### src/rtl/rasu_pkg.sv
// ----------------------------------------------------------------------------
// rasu_pkg
// Shared types, register indexes and small modulo helpers for the alarm
// countdown block.
// ----------------------------------------------------------------------------
package rasu_pkg;

    typedef logic signed [9:0] t_val;

    localparam int unsigned NUM_STAGES = 6;
    localparam int unsigned CFG_IDX_W  = 3;
    localparam int unsigned CFG_DATA_W = 8;
    localparam int unsigned OUT_W      = 17;

    localparam logic [CFG_IDX_W-1:0] CFG_BINARY_MODE    = 3'd0;
    localparam logic [CFG_IDX_W-1:0] CFG_HOUR_FORMAT_24 = 3'd1;
    localparam logic [CFG_IDX_W-1:0] CFG_ALM_SECOND     = 3'd2;
    localparam logic [CFG_IDX_W-1:0] CFG_ALM_MINUTE     = 3'd3;
    localparam logic [CFG_IDX_W-1:0] CFG_ALM_HOUR       = 3'd4;

    localparam t_val VAL_DONT_CARE = -10'sd1;

    // x mod 24 for x below 192
    function automatic logic [7:0] mod24_u8(input logic [7:0] x);
        logic [7:0] y;
        y = x;
        if (y >= 8'd96) y = y - 8'd96;
        if (y >= 8'd48) y = y - 8'd48;
        if (y >= 8'd24) y = y - 8'd24;
        return y;
    endfunction

    // x mod 12 for x below 192
    function automatic logic [7:0] mod12_u8(input logic [7:0] x);
        logic [7:0] y;
        y = mod24_u8(x);
        if (y >= 8'd12) y = y - 8'd12;
        return y;
    endfunction

    // truncating mod 60, negative values pass through
    function automatic t_val smod60(input t_val x);
        logic [7:0] y;
        y = x[7:0];
        if (y >= 8'd120) y = y - 8'd120;
        if (y >= 8'd60) y = y - 8'd60;
        return (x < 10'sd0) ? x : t_val'({2'b00, y});
    endfunction

    // truncating mod 24, negative values pass through
    function automatic t_val smod24(input t_val x);
        logic [7:0] y;
        y = mod24_u8(x[7:0]);
        return (x < 10'sd0) ? x : t_val'({2'b00, y});
    endfunction

endpackage

### src/rtl/rtc_alarm_seconds_until_unit.sv
// ----------------------------------------------------------------------------
// rtc_alarm_seconds_until_unit
// Seconds from the current clock reading to the next alarm match.
// ----------------------------------------------------------------------------
// Usage:
//   Input channel (i_in_valid / o_in_ready) carries the current second,
//   minute and hour register bytes. Output channel (o_out_valid /
//   i_out_ready) returns one count, 1..86400, per request, in order.
//   Config channel (i_cfg_valid / o_cfg_ready, always ready) writes the
//   mode bits and the alarm bytes; write it only while the block is idle.
//   The six register stages are decode, alarm resolution, normalization,
//   differences, weighted sum, day wrap, the first loaded at acceptance.
//   Throughput is one request per cycle while the receiver keeps up; every
//   stage has its own valid bit and a stage loads whenever it is empty or
//   the stage after it moves.
//   When the receiver stalls, results pile up in the stages; o_in_ready
//   drops only once all six stages are full, nothing is lost or repeated.
//   Reset clears all valid bits and sets the registers to BCD, 24-hour
//   format and alarm bytes of zero.
// ----------------------------------------------------------------------------
module rtc_alarm_seconds_until_unit (
    input  logic                              i_clk,
    input  logic                              i_rst_n,
    input  logic                              i_in_valid,
    output logic                              o_in_ready,
    input  logic [7:0]                        i_now_second_byte,
    input  logic [7:0]                        i_now_minute_byte,
    input  logic [7:0]                        i_now_hour_byte,
    output logic                              o_out_valid,
    input  logic                              i_out_ready,
    output logic [rasu_pkg::OUT_W-1:0]        o_seconds_to_alarm,
    input  logic                              i_cfg_valid,
    output logic                              o_cfg_ready,
    input  logic [rasu_pkg::CFG_IDX_W-1:0]    i_cfg_index,
    input  logic [rasu_pkg::CFG_DATA_W-1:0]   i_cfg_data
);

    localparam int unsigned NS = rasu_pkg::NUM_STAGES;

    logic       r_binary_mode;
    logic       r_hour_format_24;
    logic [7:0] r_alm_second;
    logic [7:0] r_alm_minute;
    logic [7:0] r_alm_hour;

    logic [NS-1:0] r_vld;
    logic [NS-1:0] w_rdy;

    rasu_pkg::t_val w_as, w_am, w_ah, w_cs, w_cm, w_ch;

    rasu_pkg::t_val r_s1_as, r_s1_am, r_s1_ah, r_s1_cs, r_s1_cm, r_s1_ch;
    rasu_pkg::t_val r_s2_as, r_s2_am, r_s2_ah, r_s2_cs, r_s2_cm, r_s2_ch;
    rasu_pkg::t_val r_s3_as, r_s3_am, r_s3_ah, r_s3_cs, r_s3_cm, r_s3_ch;
    logic [4:0]         r_s4_hm;
    logic signed [10:0] r_s4_md, r_s4_sd;
    logic signed [17:0] r_s5_t;
    logic [rasu_pkg::OUT_W-1:0] r_s6_out;

    rasu_pkg::t_val n_s2_as, n_s2_am, n_s2_ah;
    rasu_pkg::t_val n_s3_as, n_s3_am, n_s3_ah;
    logic signed [10:0] n_hd, n_hx, n_md, n_sd;
    logic [4:0]         n_hm;
    logic signed [17:0] n_t, n_r;
    logic [rasu_pkg::OUT_W-1:0] n_out;

    // configuration registers
    assign o_cfg_ready = 1'b1;

    always_ff @(posedge i_clk) begin
        if (!i_rst_n) begin
            r_binary_mode    <= 1'b0;
            r_hour_format_24 <= 1'b1;
            r_alm_second     <= 8'd0;
            r_alm_minute     <= 8'd0;
            r_alm_hour       <= 8'd0;
        end else if (i_cfg_valid && o_cfg_ready) begin
            unique case (i_cfg_index)
                rasu_pkg::CFG_BINARY_MODE:    r_binary_mode    <= i_cfg_data[0];
                rasu_pkg::CFG_HOUR_FORMAT_24: r_hour_format_24 <= i_cfg_data[0];
                rasu_pkg::CFG_ALM_SECOND:     r_alm_second     <= i_cfg_data;
                rasu_pkg::CFG_ALM_MINUTE:     r_alm_minute     <= i_cfg_data;
                rasu_pkg::CFG_ALM_HOUR:       r_alm_hour       <= i_cfg_data;
                default: ;
            endcase
        end
    end

    // stage handshake
    always_comb begin
        w_rdy[NS-1] = !r_vld[NS-1] || i_out_ready;
        for (int k = NS - 2; k >= 0; k--) begin
            w_rdy[k] = !r_vld[k] || w_rdy[k+1];
        end
    end

    assign o_in_ready  = w_rdy[0];
    assign o_out_valid = r_vld[NS-1];

    always_ff @(posedge i_clk) begin
        if (!i_rst_n) begin
            r_vld <= '0;
        end else begin
            if (w_rdy[0]) r_vld[0] <= i_in_valid;
            for (int k = 1; k < NS; k++) begin
                if (w_rdy[k]) r_vld[k] <= r_vld[k-1];
            end
        end
    end

    // stage 1: field decode
    rasu_field_dec u_dec_as (.i_byte(r_alm_second), .i_is_hour(1'b0),
        .i_binary_mode(r_binary_mode), .i_hour_format_24(r_hour_format_24), .o_value(w_as));
    rasu_field_dec u_dec_am (.i_byte(r_alm_minute), .i_is_hour(1'b0),
        .i_binary_mode(r_binary_mode), .i_hour_format_24(r_hour_format_24), .o_value(w_am));
    rasu_field_dec u_dec_ah (.i_byte(r_alm_hour), .i_is_hour(1'b1),
        .i_binary_mode(r_binary_mode), .i_hour_format_24(r_hour_format_24), .o_value(w_ah));
    rasu_field_dec u_dec_cs (.i_byte(i_now_second_byte), .i_is_hour(1'b0),
        .i_binary_mode(r_binary_mode), .i_hour_format_24(r_hour_format_24), .o_value(w_cs));
    rasu_field_dec u_dec_cm (.i_byte(i_now_minute_byte), .i_is_hour(1'b0),
        .i_binary_mode(r_binary_mode), .i_hour_format_24(r_hour_format_24), .o_value(w_cm));
    rasu_field_dec u_dec_ch (.i_byte(i_now_hour_byte), .i_is_hour(1'b1),
        .i_binary_mode(r_binary_mode), .i_hour_format_24(r_hour_format_24), .o_value(w_ch));

    always_ff @(posedge i_clk) begin
        if (w_rdy[0]) begin
            r_s1_as <= w_as;
            r_s1_am <= w_am;
            r_s1_ah <= w_ah;
            r_s1_cs <= w_cs;
            r_s1_cm <= w_cm;
            r_s1_ch <= w_ch;
        end
    end

    // stage 2: don't-care resolution
    always_comb begin
        n_s2_as = r_s1_as;
        n_s2_am = r_s1_am;
        n_s2_ah = r_s1_ah;
        if (r_s1_ah == rasu_pkg::VAL_DONT_CARE) begin
            n_s2_ah = r_s1_ch;
            if (r_s1_am == rasu_pkg::VAL_DONT_CARE) begin
                n_s2_am = r_s1_cm;
                if (r_s1_as == rasu_pkg::VAL_DONT_CARE) begin
                    n_s2_as = r_s1_cs + 10'sd1;
                end else if (r_s1_cs > r_s1_as) begin
                    n_s2_am = n_s2_am + 10'sd1;
                end
            end else if (r_s1_cm == r_s1_am) begin
                if (r_s1_as == rasu_pkg::VAL_DONT_CARE) begin
                    n_s2_as = r_s1_cs + 10'sd1;
                end else if (r_s1_cs > r_s1_as) begin
                    n_s2_ah = n_s2_ah + 10'sd1;
                end
                if (n_s2_as == 10'sd60) begin
                    n_s2_as = 10'sd0;
                    n_s2_ah = n_s2_ah + 10'sd1;
                end
            end else if (r_s1_cm > r_s1_am) begin
                n_s2_ah = n_s2_ah + 10'sd1;
            end
        end else if (r_s1_ch == r_s1_ah) begin
            if (r_s1_am == rasu_pkg::VAL_DONT_CARE) begin
                n_s2_am = r_s1_cm;
                if (r_s1_as == rasu_pkg::VAL_DONT_CARE) begin
                    n_s2_as = r_s1_cs + 10'sd1;
                end else if (r_s1_cs > r_s1_as) begin
                    n_s2_am = n_s2_am + 10'sd1;
                end
                if (n_s2_as == 10'sd60) begin
                    n_s2_as = 10'sd0;
                    n_s2_am = n_s2_am + 10'sd1;
                end
                n_s2_am = rasu_pkg::smod60(n_s2_am);
            end else if (r_s1_cm == r_s1_am) begin
                if (r_s1_as == rasu_pkg::VAL_DONT_CARE) begin
                    n_s2_as = r_s1_cs + 10'sd1;
                end
                n_s2_as = rasu_pkg::smod60(n_s2_as);
            end
        end
    end

    always_ff @(posedge i_clk) begin
        if (w_rdy[1]) begin
            r_s2_as <= n_s2_as;
            r_s2_am <= n_s2_am;
            r_s2_ah <= n_s2_ah;
            r_s2_cs <= r_s1_cs;
            r_s2_cm <= r_s1_cm;
            r_s2_ch <= r_s1_ch;
        end
    end

    // stage 3: carry and hour wrap
    always_comb begin
        n_s3_as = r_s2_as;
        n_s3_am = r_s2_am;
        n_s3_ah = r_s2_ah;
        if (n_s3_am == rasu_pkg::VAL_DONT_CARE) n_s3_am = 10'sd0;
        if (n_s3_as == rasu_pkg::VAL_DONT_CARE) n_s3_as = 10'sd0;
        if (n_s3_as == 10'sd60) begin
            n_s3_as = 10'sd0;
            n_s3_am = n_s3_am + 10'sd1;
        end
        if (n_s3_am == 10'sd60) begin
            n_s3_am = 10'sd0;
            n_s3_ah = n_s3_ah + 10'sd1;
        end
        n_s3_ah = rasu_pkg::smod24(n_s3_ah);
    end

    always_ff @(posedge i_clk) begin
        if (w_rdy[2]) begin
            r_s3_as <= n_s3_as;
            r_s3_am <= n_s3_am;
            r_s3_ah <= n_s3_ah;
            r_s3_cs <= r_s2_cs;
            r_s3_cm <= r_s2_cm;
            r_s3_ch <= r_s2_ch;
        end
    end

    // stage 4: field differences, hour difference taken mod 24
    always_comb begin
        n_hd = 11'(r_s3_ah) - 11'(r_s3_ch);
        n_hx = n_hd + 11'sd144;
        n_hm = 5'(rasu_pkg::mod24_u8(n_hx[7:0]));
        n_md = 11'(r_s3_am) - 11'(r_s3_cm);
        n_sd = 11'(r_s3_as) - 11'(r_s3_cs);
    end

    always_ff @(posedge i_clk) begin
        if (w_rdy[3]) begin
            r_s4_hm <= n_hm;
            r_s4_md <= n_md;
            r_s4_sd <= n_sd;
        end
    end

    // stage 5: weighted sum minus one
    assign n_t = $signed(18'(r_s4_hm) * 18'd3600) + 18'(r_s4_md) * 18'sd60
               + 18'(r_s4_sd) - 18'sd1;

    always_ff @(posedge i_clk) begin
        if (w_rdy[4]) r_s5_t <= n_t;
    end

    // stage 6: wrap into one day
    always_comb begin
        n_r = r_s5_t;
        if (r_s5_t < 18'sd0) begin
            n_r = r_s5_t + 18'sd86400;
        end else if (r_s5_t >= 18'sd86400) begin
            n_r = r_s5_t - 18'sd86400;
        end
        n_out = 17'(n_r) + 17'd1;
    end

    always_ff @(posedge i_clk) begin
        if (w_rdy[5]) r_s6_out <= n_out;
    end

    assign o_seconds_to_alarm = r_s6_out;

    // checks
    a_out_range: assert property (@(posedge i_clk) disable iff (!i_rst_n)
        o_out_valid |-> (o_seconds_to_alarm >= 17'd1 && o_seconds_to_alarm <= 17'd86400))
        else $error("count out of range");

    a_hour_wrapped: assert property (@(posedge i_clk) disable iff (!i_rst_n)
        r_vld[2] |-> (r_s3_ah >= rasu_pkg::VAL_DONT_CARE && r_s3_ah < 10'sd24))
        else $error("hour not wrapped");

    a_hour_diff: assert property (@(posedge i_clk) disable iff (!i_rst_n)
        r_vld[3] |-> (r_s4_hm < 5'd24))
        else $error("hour difference not reduced");

    a_ready_when_room: assert property (@(posedge i_clk) disable iff (!i_rst_n)
        !r_vld[0] |-> o_in_ready)
        else $error("input stalled with empty first stage");

    a_reset_empty: assert property (@(posedge i_clk)
        !i_rst_n |=> !o_out_valid)
        else $error("output valid right after reset");

endmodule

### src/rtl/rasu_field_dec.sv
// ----------------------------------------------------------------------------
// rasu_field_dec
// Decodes one raw time register byte (BCD or binary, 12/24-hour hours) into
// a signed value, with don't-care bytes decoded as -1.
// ----------------------------------------------------------------------------
module rasu_field_dec (
    input  logic [7:0]      i_byte,
    input  logic            i_is_hour,
    input  logic            i_binary_mode,
    input  logic            i_hour_format_24,
    output rasu_pkg::t_val  o_value
);

    logic [7:0] w_masked;
    logic [7:0] w_dec;
    logic [7:0] w_hour12;

    always_comb begin
        w_masked = i_is_hour ? {1'b0, i_byte[6:0]} : i_byte;
        if (i_binary_mode) begin
            w_dec = w_masked;
        end else begin
            w_dec = 8'(w_masked[7:4] * 8'd10) + 8'(w_masked[3:0]);
        end
        w_hour12 = rasu_pkg::mod12_u8(w_dec) + (i_byte[7] ? 8'd12 : 8'd0);
        if (i_byte[7:6] == 2'b11) begin
            o_value = rasu_pkg::VAL_DONT_CARE;
        end else if (i_is_hour && !i_hour_format_24) begin
            o_value = rasu_pkg::t_val'({2'b00, w_hour12});
        end else begin
            o_value = rasu_pkg::t_val'({2'b00, w_dec});
        end
    end

endmodule
### config.mk
export PLATFORM = sky130hd
export DESIGN_NAME = rtc_alarm_seconds_until_unit
export DESIGN_NICKNAME = d
export VERILOG_FILES = /design/src/rtl/rasu_pkg.sv /design/src/rtl/rtc_alarm_seconds_until_unit.sv /design/src/rtl/rasu_field_dec.sv
export SDC_FILE = /design/constraint.sdc
export NUM_CORES = 1
export LEC_CHECK = 0
export ABC_AREA = 0
export ABC_CLOCK_PERIOD_IN_PS = 10000
export BUFFER_PORTS_ARGS = -buffer_cell sky130_fd_sc_hd__buf_2
export CAP_MARGIN = 20
export CELL_PAD_IN_SITES_DETAIL_PLACEMENT = 0
export CELL_PAD_IN_SITES_GLOBAL_PLACEMENT = 1
export CORE_MARGIN = 2
export CORE_UTILIZATION = 55
export CTS_BUF_LIST = sky130_fd_sc_hd__clkbuf_8
export DETAILED_ROUTE_END_ITERATION = 16
export GPL_ROUTABILITY_DRIVEN = 0
export PLACE_DENSITY_LB_ADDON = 0.1
export SLEW_MARGIN = 10
export SYNTH_ARGS = -nofsm -noshare
export SYNTH_HDL_FRONTEND = slang
export SYNTH_SLANG_ARGS = --single-unit
### constraint.sdc
create_clock -name i_clk -period 10 [get_ports i_clk]
set_input_delay 1 -clock i_clk [delete_from_list [all_inputs] [get_ports i_clk]]
set_output_delay 1 -clock i_clk [all_outputs]
set_load 0.01 [all_outputs]
[Yosys cells after proc, flatten, opt, wreduce, memory -nomap -nowiden]
Cells that the tools add are included.
W data, S select, Z words.
Storage, ports and cells
  logic and storage cells: 241
  register bits after elaboration: 268
Cells by class
  equality and inequality tests: 21
  mux-type cells: 88
  reduce and logical (&&, ||, !) cells: 18
  $add $sub $neg: 43
  multiply operators: 8
  $lt $le $gt $ge: 25
Operators with widths (number)
  $mux W10: 50
  $mux W8: 33
  $add A10 B2 Y10 const B: 7
  $eq A10 B1 Y1 const B: 5
  $add A8 B4 Y8: 6
  $ge A8 B6 Y1 const B: 6
  $ge A8 B7 Y1 const B: 6
  $sub A8 B6 Y8 const B: 6
  $sub A8 B7 Y8 const B: 6
  $eq A10 B7 Y1 const B: 4
  $mux W17: 2
  $ge A8 B5 Y1 const B: 4
  $lt A10 B1 Y1 const B: 3
  $mul A4 B3 Y7 const B: 4
  $sub A8 B5 Y8 const B: 3
  $sub A10 B10 Y11: 2
  $eq A10 B10 Y1: 2
  $gt A10 B10 Y1: 2
  $add A18 B11 Y18: 1
  $add A18 B18 Y18: 1
  $ge A18 B18 Y1 const B: 1
  $lt A18 B1 Y1 const B: 1
  $sub A18 B2 Y18 const B: 1
  $add A17 B1 Y17 const B: 1
  21 further kinds: 46

[Depth between registers and ports, before layout]
  depth after elaboration: 22
  depth in mapped cells: 31

[Hierarchy]
Synthesis repeated with hierarchy kept, for this count alone.
Second synthesis, totals
  cell total of the unflattened synthesis: 3158
  area, all modules: 27919.3 µm²
By module, submodules not included
  rtc_alarm_seconds_until_unit: times used 1, sequential area each 7727.4 µm², cells an instance 1752, area an instance 18117.4 µm²
  rasu_field_dec (u_dec_ah ...): times used 4, sequential area each 0.0 µm², cells an instance 230, area an instance 1596.5 µm²
  rasu_field_dec (u_dec_cm ...): times used 2, sequential area each 0.0 µm², cells an instance 243, area an instance 1707.9 µm²

[Worst setup path after synthesis]
OpenSTA, ideal clock, no wires.
  kind: in2reg
  from: input i_now_hour_byte[1]
  to: register r_s1_ch[5], data pin
  library setup time: 0.259 ns
  path buffers: 1
  stages on the path: 29
  data arrival time: 6.840 ns
  required time: 9.741 ns
  path slack: 2.901 ns
  path through: ha_1 fa_1 a21oi_1 or4_1 nor3b_1 inv_1 ha_1 nand2b_1 a21oi_1 a211oi_1 nor2_1 xnor2_1 ha_1 nand4b_1 o21ai_0 or4_1 clkbuf_1 xnor2_1 inv_1 ha_1 inv_1 nand2_1 nor2_1 mux2_2 ha_1 a21oi_1 nor2_1 xor2_1 o31a_1
Between the ends
  longest elaborated chain between the ends: 12
RTL lines
  start, declared: line rtc_alarm_seconds_until_unit.sv:28  | input logic [7:0] i_now_hour_byte,
  $add A8 B4 Y8: line rasu_field_dec.sv:23  | w_dec = 8'(w_masked[7:4] * 8'd10) + 8'(w_masked[3:0]);
  $mux W8 *: line rasu_field_dec.sv:20  | if (i_binary_mode) begin
  $sub A8 B7 Y8 / $ge A8 B7 Y1 (equally long branches): line rasu_pkg.sv:27  | if (y >= 8'd96) y = y - 8'd96;
  $mux W8: line rasu_pkg.sv:27
  $sub A8 B6 Y8 / $ge A8 B6 Y1 (equally long branches): line rasu_pkg.sv:28  | if (y >= 8'd48) y = y - 8'd48;
  $mux W8: line rasu_pkg.sv:28
  $sub A8 B5 Y8 / $ge A8 B5 Y1 (equally long branches): line rasu_pkg.sv:29  | if (y >= 8'd24) y = y - 8'd24;
  $mux W8: line rasu_pkg.sv:29
  $sub A8 B4 Y8 / $ge A8 B4 Y1 (equally long branches): line rasu_pkg.sv:37  | if (y >= 8'd12) y = y - 8'd12;
  $mux W8: line rasu_pkg.sv:37
  $add A8 B8 Y8: line rasu_field_dec.sv:25  | w_hour12 = rasu_pkg::mod12_u8(w_dec) + (i_byte[7] ? 8'd12 : 8'd0);
  $mux W8 *: line rasu_field_dec.sv:28  | end else if (i_is_hour && !i_hour_format_24) begin
  end signal, assigned: line rtc_alarm_seconds_until_unit.sv:131  | r_s1_ch <= w_ch;
  end, declared: line rtc_alarm_seconds_until_unit.sv:51  | rasu_pkg::t_val r_s1_as, r_s1_am, r_s1_ah, r_s1_cs, r_s1_cm, r_s1_ch;
Mark *: on every way between the ends. The rest lies on a longest branch, timed or not.
A chain may end at the register's enable or synchronous reset.

[Worst setup path after layout]
  from: register r_binary_mode
  to: register r_s1_ch[7], data pin
Between the ends
  longest elaborated chain between the ends: 11
RTL lines
  start, declared: line rtc_alarm_seconds_until_unit.sv:40  | logic r_binary_mode;
  start signal, assigned: line rtc_alarm_seconds_until_unit.sv:78  | rasu_pkg::CFG_BINARY_MODE: r_binary_mode <= i_cfg_data[0];
  $mux W8 *: line rasu_field_dec.sv:20
  $sub A8 B7 Y8 / $ge A8 B7 Y1 (equally long branches): line rasu_pkg.sv:27
  $mux W8: line rasu_pkg.sv:27
  $sub A8 B6 Y8 / $ge A8 B6 Y1 (equally long branches): line rasu_pkg.sv:28
  $mux W8: line rasu_pkg.sv:28
  $sub A8 B5 Y8 / $ge A8 B5 Y1 (equally long branches): line rasu_pkg.sv:29
  $mux W8: line rasu_pkg.sv:29
  $sub A8 B4 Y8 / $ge A8 B4 Y1 (equally long branches): line rasu_pkg.sv:37
  $mux W8: line rasu_pkg.sv:37
  $add A8 B8 Y8: line rasu_field_dec.sv:25
  $mux W8 *: line rasu_field_dec.sv:28
Marked as above.

==> results.py <==
metrics = {
    "routing": {
        "via_per_inst": 5.88,
        "routed.top_layer": "met4",
        "wl_per_cell_um": 16.7,
        "vias": 17400,
        "met3WireLength_um": 2180,
        "first_iter_violations": 941,
        "drt-met1-wl_um": 21400,
        "drtPass1Iterations": 8,
        "wl_met2_um": 24200,
        "routed_wirelength_um": 49200,
        "drc_errors": 0,
        "ant_nets": 0,
    },
    "clock_network": {
        "cts_setup_buffers": 0,
        "cts_max_level": 2,
        "clkTransAtPathRegs_ns": 0.06,
        "cts_tree": "yes",
        "numCtsBuffers": 45,
        "clk_latency_ns": 0.65,
        "post_cts_resized": 0,
        "ctsHoldBuffers": 0,
        "clkSinkCount": 258,
        "cts_max_path_buffers": 3,
        "cts_root_buffer": "clkbuf_8",
    },
    "power": {
        "ir_drop_mv": 0.664,
        "power_density_mw_per_mm2": 336,
        "p_comb_share_pct": 64.2,
        "p_leak_nw": 10.2,
        "netSwitchingPower_mw": 3.37,
        "swShare_pct": 42.6,
        "p_clk_share_pct": 12.6,
        "p_seq_share_pct": 23.2,
        "p_int_mw": 4.54,
    },
    "sta": {
        "skew_ns": 0.0670,
        "tightestPinTransition_ns": 1.06,
        "hold_ws_ns": 0.416,
        "final_hold_viol_count": 0,
        "fmax_ghz": 0.130,
        "post-route-period-util_pct": 77.1,
        "setup_viol": 0,
        "period_needed_ns": 7.71,
        "drv_slew": 0,
        "rsz0062_at_grt": "no",
        "fin_ws_ns": 2.29,
        "final.setup.tns_ns": 0,
        "slew_headroom_pct": 29.2,
    },
    "global_routing": {
        "grt_pass1_vias": 17000,
        "grt_overflow": 0,
        "antenna_found_initial": 0,
        "grt_max_degree": 57,
        "track_usage_pct": 24.0,
        "grt_pass1_wl_um": 81900,
    },
    "min_path": {
        "min_path_type": "register to register",
    },
    "worst_setup_path": {
        "cp.arrival_ns": 8.05,
        "cp_max_fo": 55,
        "cp-end-kind": "register",
        "required_ns": 10.33,
        "worst_setup_path_start_kind": "register",
        "path_class": "register to register",
        "r2r_slack_ns": 2.29,
    },
    "synth": {
        "ys_async_sr_fraction_pct": 0,
        "synth_cells": 2355,
        "avgSynthCellArea_um2": 9.26,
        "synth.distinct_cells": 90,
        "synth_warnings": 0,
        "yosysSeqAreaShare_pct": 34.0,
        "synth_flop_cell": "edfxtp_1",
        "synth_edf_count": 226,
        "syn_nets": 2644,
        "ys_ff_latch": 258,
        "syn_area_mm2": 0.0218,
    },
    "finish": {
        "fin_nets": 2689,
        "diodes": 0,
        "layout-drive-gt1-share_pct": 7.60,
        "final_common_cell": "inv_1",
        "nFillCells": 3405,
        "syn2layout_area_growth_pct": 7.78,
        "final_cell_mix": "251 x inv_1, 238 x nand2_1, 226 x edfxtp_1, 200 x ha_1, 125 x nor2_1",
    },
    "floorplanning": {
        "fp.dieW_um": 203,
        "start_util_pct": 56.1,
        "dieArea_mm2": 0.0413,
        "io_pins": 60,
        "fp-row-count": 72,
        "coreArea_mm2": 0.0389,
        "chipHeight_um": 203,
    },
    "outcome": {
        "status": "completed",
    },
    "placement": {
        "dpl.hpwl_um": 38300,
        "io_buffers": 58,
        "pre_cts_ws_ns": 1.94,
    },
    "flow_run": {
        "drv_cap": 0,
    },
}
[power groups by stage]
stage	Sequential, mW	Clock (mW)	Combinational [mW]
detailed placement	1.86	0	5.09
floorplan	1.79	0	4.18
CTS	1.84	1.03	5.14
global route	1.86	1.07	5.80
global placement	1.85	0	4.98
finish	1.84	0.995	5.07
[worst max-delay path, cell delays in order (launching register included)]
cell	delay [ns]
dfxtp_2	0.65
buf_4	0.56
nand2b_1	0.22
o21ai_0	0.08
nor3b_1	0.87
inv_1	0.11
ha_1	0.31
nand4b_1	0.20
a211oi_1	0.38
a211oi_1	0.15
nor2_1	0.17
xnor2_1	0.10
ha_1	0.27
nand4b_1	0.15
o21ai_0	0.17
or4_1	0.66
xnor2_1	0.24
inv_1	0.08
ha_1	0.24
inv_1	0.10
nand2_1	0.08
nor2_1	0.20
mux2_2	0.39
ha_1	0.28
a21oi_1	0.07
nor4_1	0.36
a211o_1	0.18
nand3_1	0.06
[layer usage]
metal | global-route usage, % | vias up
li1 | - | 8652
met1 | 29.8 | 8196
met2 | 42.5 | 397
met3 | 3.68 | 114
met4 | 8.76 | 0
met5 | 0 | -
[state kept, by name (all words and copies together) (netlist names), 10 cells and up]
register and cells:
r_s5_t 18, o_seconds_to_alarm 17, r_s4_md 11, r_s4_sd 11, r_s2_ah 10, r_s2_am 10, r_s2_as 10, r_s3_am 10
r_s3_as 10
[worst paths after layout]
check | from | end | cells after the start
setup / recovery | r_binary_mode | r_s1_ch[7] | 27
hold / removal | r_s2_cs[8] | r_s3_cs[8] | 0
setup reg to reg | r_binary_mode | r_s1_ch[7] | 27
hold reg to reg | r_s2_cs[8] | r_s3_cs[8] | 0
[layout make-up]
| class | instances | area [um^2] | area share [%] |
|---|---|---|---|
| multi-input cells | 1786 | 13200 | 56.3 |
| clock inverters | 33 | 270 | 1.15 |
| flip-flops and latches | 258 | 7430 | 31.6 |
| well taps | 518 | 648 | 2.76 |
| clock buffers | 47 | 647 | 2.75 |
| inverters | 239 | 897 | 3.82 |
| repair buffers | 70 | 380 | 1.62 |
[cell families (layout without fill, tap and decap cells)]
kind of cell,after synthesis,in the layout,share of synthesized area (%)
flip-flops,258,258,34.0
buffers and inverters,311,389,5.41
AO/OA/AOI/OAI,555,555,17.3
AND/OR/NAND/NOR,749,749,17.5
multiplexers,57,57,2.71
adder cells (fa/ha/maj),249,249,16.0
other,1,1,0.0172
XOR/XNOR,175,175,7.03
[cells in the mapped netlist (31+ instances only)]
| library cell | n | area [um^2] |
|---|---|---|
| inv_1 | 239 | 897 |
| nand2_1 | 239 | 897 |
| edfxtp_1 | 226 | 6790 |
| ha_1 | 200 | 2500 |
| nor2_1 | 125 | 469 |
| o21ai_0 | 115 | 576 |
| xnor2_1 | 110 | 963 |
| a21oi_1 | 108 | 541 |
| nand3_1 | 65 | 325 |
| xor2_1 | 65 | 569 |
| clkbuf_1 | 58 | 218 |
| nor3_1 | 53 | 265 |
| fa_1 | 49 | 981 |
| nor2b_1 | 48 | 300 |
| mux2i_1 | 41 | 410 |
| a21o_1 | 37 | 278 |
| dfxtp_1 | 32 | 641 |
| o211ai_1 | 31 | 233 |
[metrics by stage]
stage          instances  util (%)  power (mW)  cell area [um^2]
3_5_place_dp        2871      58.1        6.94             22600
3_3_place_gp        2871      58.1        6.83             22600
2_1_floorplan       2355         -        5.97             21800
5_1_grt             2951      60.4        8.73             23500
6_report            2951      60.4        7.90             23500
4_1_cts             2951      60.4        8.00             23500
Note: power is estimated with default switching activity, not from simulation.
